**src/sv/scene_hierarchy_transform_propagate_defines.svh**
```systemverilog
// Assertion macros shared by the transform propagation block.
`ifndef SCENE_HIERARCHY_TRANSFORM_PROPAGATE_DEFINES_SVH
`define SCENE_HIERARCHY_TRANSFORM_PROPAGATE_DEFINES_SVH

// Same-cycle implication, sampled on clk, off during rst.
`define SHTP_ASSERT_NOW(lbl, ante, cons) \
  lbl: assert property (@(posedge clk) disable iff (rst) (ante) |-> (cons)) \
    else $error("shtp assertion failed");

// Next-cycle implication, sampled on clk, off during rst.
`define SHTP_ASSERT_NEXT(lbl, ante, cons) \
  lbl: assert property (@(posedge clk) disable iff (rst) (ante) |=> (cons)) \
    else $error("shtp assertion failed");

`endif

```
**src/sv/shtp_pkg.sv**
```systemverilog
`default_nettype none
package shtp_pkg;

  localparam int BATCH_DEPTH = 1024;
  localparam int ADDR_W = $clog2(BATCH_DEPTH);
  localparam int CMP_W = 17;
  localparam logic [15:0] NO_MESH_CODE = 16'hFFFF;
  localparam logic [15:0] Q_ONE = 16'h4000;
  localparam logic [15:0] S_ONE = 16'h0100;

  typedef enum logic [1:0] {ST_IDLE, ST_MUL, ST_CRS, ST_FIN} state_t;

  typedef enum logic {REG_MESH_BASE, REG_MAT_BASE} reg_idx_t;

  typedef struct packed {
    logic [15:0] mesh_base;
    logic [15:0] mat_base;
  } cfg_t;

  typedef struct packed {
    logic [31:0] px;
    logic [31:0] py;
    logic [31:0] pz;
    logic [63:0] rot;
    logic [15:0] scale;
  } xform_t;

  typedef struct packed {
    logic       lookup;
    logic [9:0] parent_offset;
    logic       commit;
    logic       last;
  } store_req_t;

endpackage
`default_nettype wire

```
**src/sv/shtp_cfg.sv**
```systemverilog
`default_nettype none
module shtp_cfg (
  input  logic               clk,
  input  logic               rst,
  input  logic               psel,
  input  logic               penable,
  input  logic               pwrite,
  input  logic [2:0]         paddr,
  input  logic [31:0]        pwdata,
  output logic [31:0]        prdata,
  output logic               pready,
  output shtp_pkg::cfg_t     cfg
);

  shtp_pkg::reg_idx_t idx;
  logic wr;

  assign pready = 1'b1;
  assign idx = shtp_pkg::reg_idx_t'(paddr[2]);
  assign wr = psel && penable && pwrite;

  // write registers
  always_ff @(posedge clk) begin
    if (rst) begin
      cfg <= '0;
    end else if (wr) begin
      case (idx)
        shtp_pkg::REG_MESH_BASE: cfg.mesh_base <= pwdata[15:0];
        shtp_pkg::REG_MAT_BASE:  cfg.mat_base <= pwdata[15:0];
        default: ;
      endcase
    end
  end

  // read back
  always_comb begin
    case (idx)
      shtp_pkg::REG_MESH_BASE: prdata = {16'h0, cfg.mesh_base};
      shtp_pkg::REG_MAT_BASE:  prdata = {16'h0, cfg.mat_base};
      default:                 prdata = 32'h0;
    endcase
  end

endmodule
`default_nettype wire

```
**config.mk**
```make
export PLATFORM = sky130hd
export DESIGN_NAME = shtp_cfg
export DESIGN_NICKNAME = d
export VERILOG_FILES = /design/src/sv/scene_hierarchy_transform_propagate_defines.svh /design/src/sv/shtp_pkg.sv /design/src/sv/shtp_cfg.sv
export SDC_FILE = /design/constraint.sdc
export NUM_CORES = 1
export LEC_CHECK = 0
export ABC_AREA = 1
export BUFFER_PORTS_ARGS = -buffer_cell sky130_fd_sc_hd__buf_2
export CORE_MARGIN = 2
export CORE_UTILIZATION = 43
export DETAILED_ROUTE_END_ITERATION = 8
export PLACE_DENSITY_LB_ADDON = 0.3
export SYNTH_ARGS = -nofsm -noshare
export SYNTH_HDL_FRONTEND = slang
export SYNTH_SLANG_ARGS = --single-unit
```
**constraint.sdc**
```tcl
create_clock -name clk -period 0.9 [get_ports clk]
set_input_delay 0 -clock clk [delete_from_list [all_inputs] [get_ports clk]]
set_output_delay 0 -clock clk [all_outputs]
set_load 0.02 [all_outputs]
```
==> flow_summary.toml <==
[worst_hold_path]
hp-class = "primary input to flip-flop"

[layout]
reg_top3 = "cfg: 32 flops"
antennaDiodeCount = 0
final_cell_count_no_fill = 386
drive_gt1_frac = 0.452
top_register = "cfg"
fin_nets = 375
largest_reg_flops = 32
area_delta_synth_final_pct = 33.7
fin_util = 0.595
final_cell_area_sq_mm = 0.00238

[sta]
hold_ws_ps = 47.8
rsz0062_at_grt = "yes"
max_freq_mhz = 1140
post-route-period-util = 0.977
hold_violations = 0
drv_slew = 0
clock_skew_ps = 0
finalSetupViolCount = 0
layout_min_cycle_time_ps = 880

[detailed_routing]
drt_iter0_drc = 59
via_per_inst = 4.56
remaining_drc_errors = 0
routedWlPerCell_microns = 10.3
routed_wl_microns = 3990
route.vias.total = 1760
ant_nets = 0
first_pass_iters = 4

[floorplanning]
initial_core_util = 0.445
dieArea_sq_mm = 0.00467
die_x_microns = 68.3
ios = 105
coreArea_sq_mm = 0.00400
rows = 23
die_h_microns = 68.3

[setup_path]
path_class = "flip-flop to primary output"
critical_path_required_ps = 900
path_cells = "nand2_2 > nand2_2 > buf_6"
crit_arrival_ps = 880
path_common_cell = "nand2_2"
r2r_slack_ps = 190
startpoint_type = "flip-flop"
critPathMaxStageDelay_ps = 360
crit_path_end_kind = "primary output"
crit_fanout = 3
crit_family = "flip-flops"
crit_slowest_cell = "dfxtp_2"
path_buf_inv = 1

[placement]
place.gp.congestion = 0.723
placed_area_sq_mm = 0.00210
place_inst = 374
hpwl_microns = 2660
io_buffers = 69

[logic_synthesis]
muxShareOfSynthArea = 0
synth_top_area_frac = 0.360
ys_warn_count = 0
synthSimpleGateAreaFrac = 0.463
synth_top_family_by_area = "simple AND/OR/NAND/NOR gates"
synth_compound_area_frac = 0
yosysUniqueCellTypes = 17
yosysSeqAreaShare = 0.360
ys_ff_latch = 32
yosysTopAreaCell = "dfxtp_1"
syn_area_sq_mm = 0.00178
synthXorXnorAreaFrac = 0
synthAdderAreaFrac = 0
synth.avg_cell_area_sq_um = 6.69
synth_area_leaders = "dfxtp_1 (36%), nand2_1 (17%), nor2_1 (9.3%)"
syn-instance-count = 266

[clocking]
cts.sinks = 32
cts_tree = "built"
numCtsBuffers = 5
hold_buffers = 0
cts_max_level = 2
insertion_delay_ps = 280
cts.reportedPaths.clkPinSlew_ps = 60
root_buffer = "clkbuf_8"
cts_buffer_depth = 2

[power_and_ir_drop]
p_int_mw = 2.35
power_frac_comb = 0.203
power_density_mw_per_mm2 = 1390
p_sw_frac = 0.291
p_switching_mw = 0.961
irDropWorstVdd_uv = 800
p_total_mw = 3.31
power.leakage_nw = 1.29
seq_power_share = 0.458
clkPwrFrac = 0.339

[global_route]
grt_pass1_wl_microns = 6150
grt_max_degree = 33
grt_pass1_vias = 1469
grt_remaining_overflow = 0
grt_usage = 0.178
antenna_found_initial = 0

[run_status]
status = "finished clean"

[flow_run]
cap_violations = 0
==> cell usage after synthesis, drive strengths merged <==
cell type / instances
buf: 31
clkbuf: 1
conb: 2
dfxtp: 32
inv: 19
nand2: 81
nand3: 33
nor2: 67
==> tightest hold or removal path, stage by stage <==
cell,delay (ps)
buf_2,70
inv_1,40
nand3_1,70
nand2_1,40
nor2_1,70
==> power groups by stage <==
| stage | clock, mW | sequential (mW) | combinational [mW] |
|---|---|---|---|
| global placement | 0 | 1.54 | 0.614 |
| finish | 1.12 | 1.52 | 0.671 |
| global route | 1.21 | 1.52 | 0.744 |
| detailed placement | 0 | 1.54 | 0.620 |
| floorplan | 0 | 1.59 | 0.431 |
| CTS | 1.15 | 1.51 | 0.631 |
==> placed cells by master (no fill, tap or decap), drive strengths merged <==
cell type  synthesis  routed
buf               31      79
nor2              67      67
nand3             33      33
inv               19      19
clkbuf             1       8
dfxtp             32      32
conb               2      17
nand2             81      81
==> layout make-up <==
cell class | count | area, sq um
fill | 384 | 1620
multi-input combinational | 198 | 912
sequential | 32 | 681
timing repair buffer | 79 | 559
clock buffer | 8 | 90.1
inverter | 19 | 73.8
tap | 50 | 62.6
==> path summary, 6_finish.rpt <==
check | to | cells past startpoint | from
min | cfg[15] | 5 | pwdata[15]
max | prdata[13] | 3 | cfg[29]
max reg2reg | cfg[7] | 3 | cfg[7]
min reg2reg | cfg[21] | 2 | cfg[21]
==> metrics by stage <==
step                      setup WS, ps  TNS (ps)
after global routing             -22.7     -84.2
after global placement            63.3         0
after CTS                        0.134         0
after detailed placement          19.3         0
final                             20.3         0
after floorplan                    209         0
==> timing repair <==
action / in CTS / in global routing
setup buffers: 0 / 4
setup endpoints to repair: 16 / 16
resized for setup: 26 / 45
pin swaps: 0 / 8
==> cells by family (layout without fill, tap and decap cells) <==
family                 count (synthesis)  count (layout)
flip-flops                            32              32
AND/OR/NAND/NOR                      181             181
other                                  2              17
buffers and inverters                 51             106
==> per-layer routing <==
metal	GRT usage	vias up	part of all wire
met5	0	-	0
met4	0.0825	0	0.015
met3	0.0395	7	0.067
met2	0.284	66	0.46
met1	0.227	780	0.46
li1	-	907	-
Note: power is estimated with default switching activity, not from simulation.
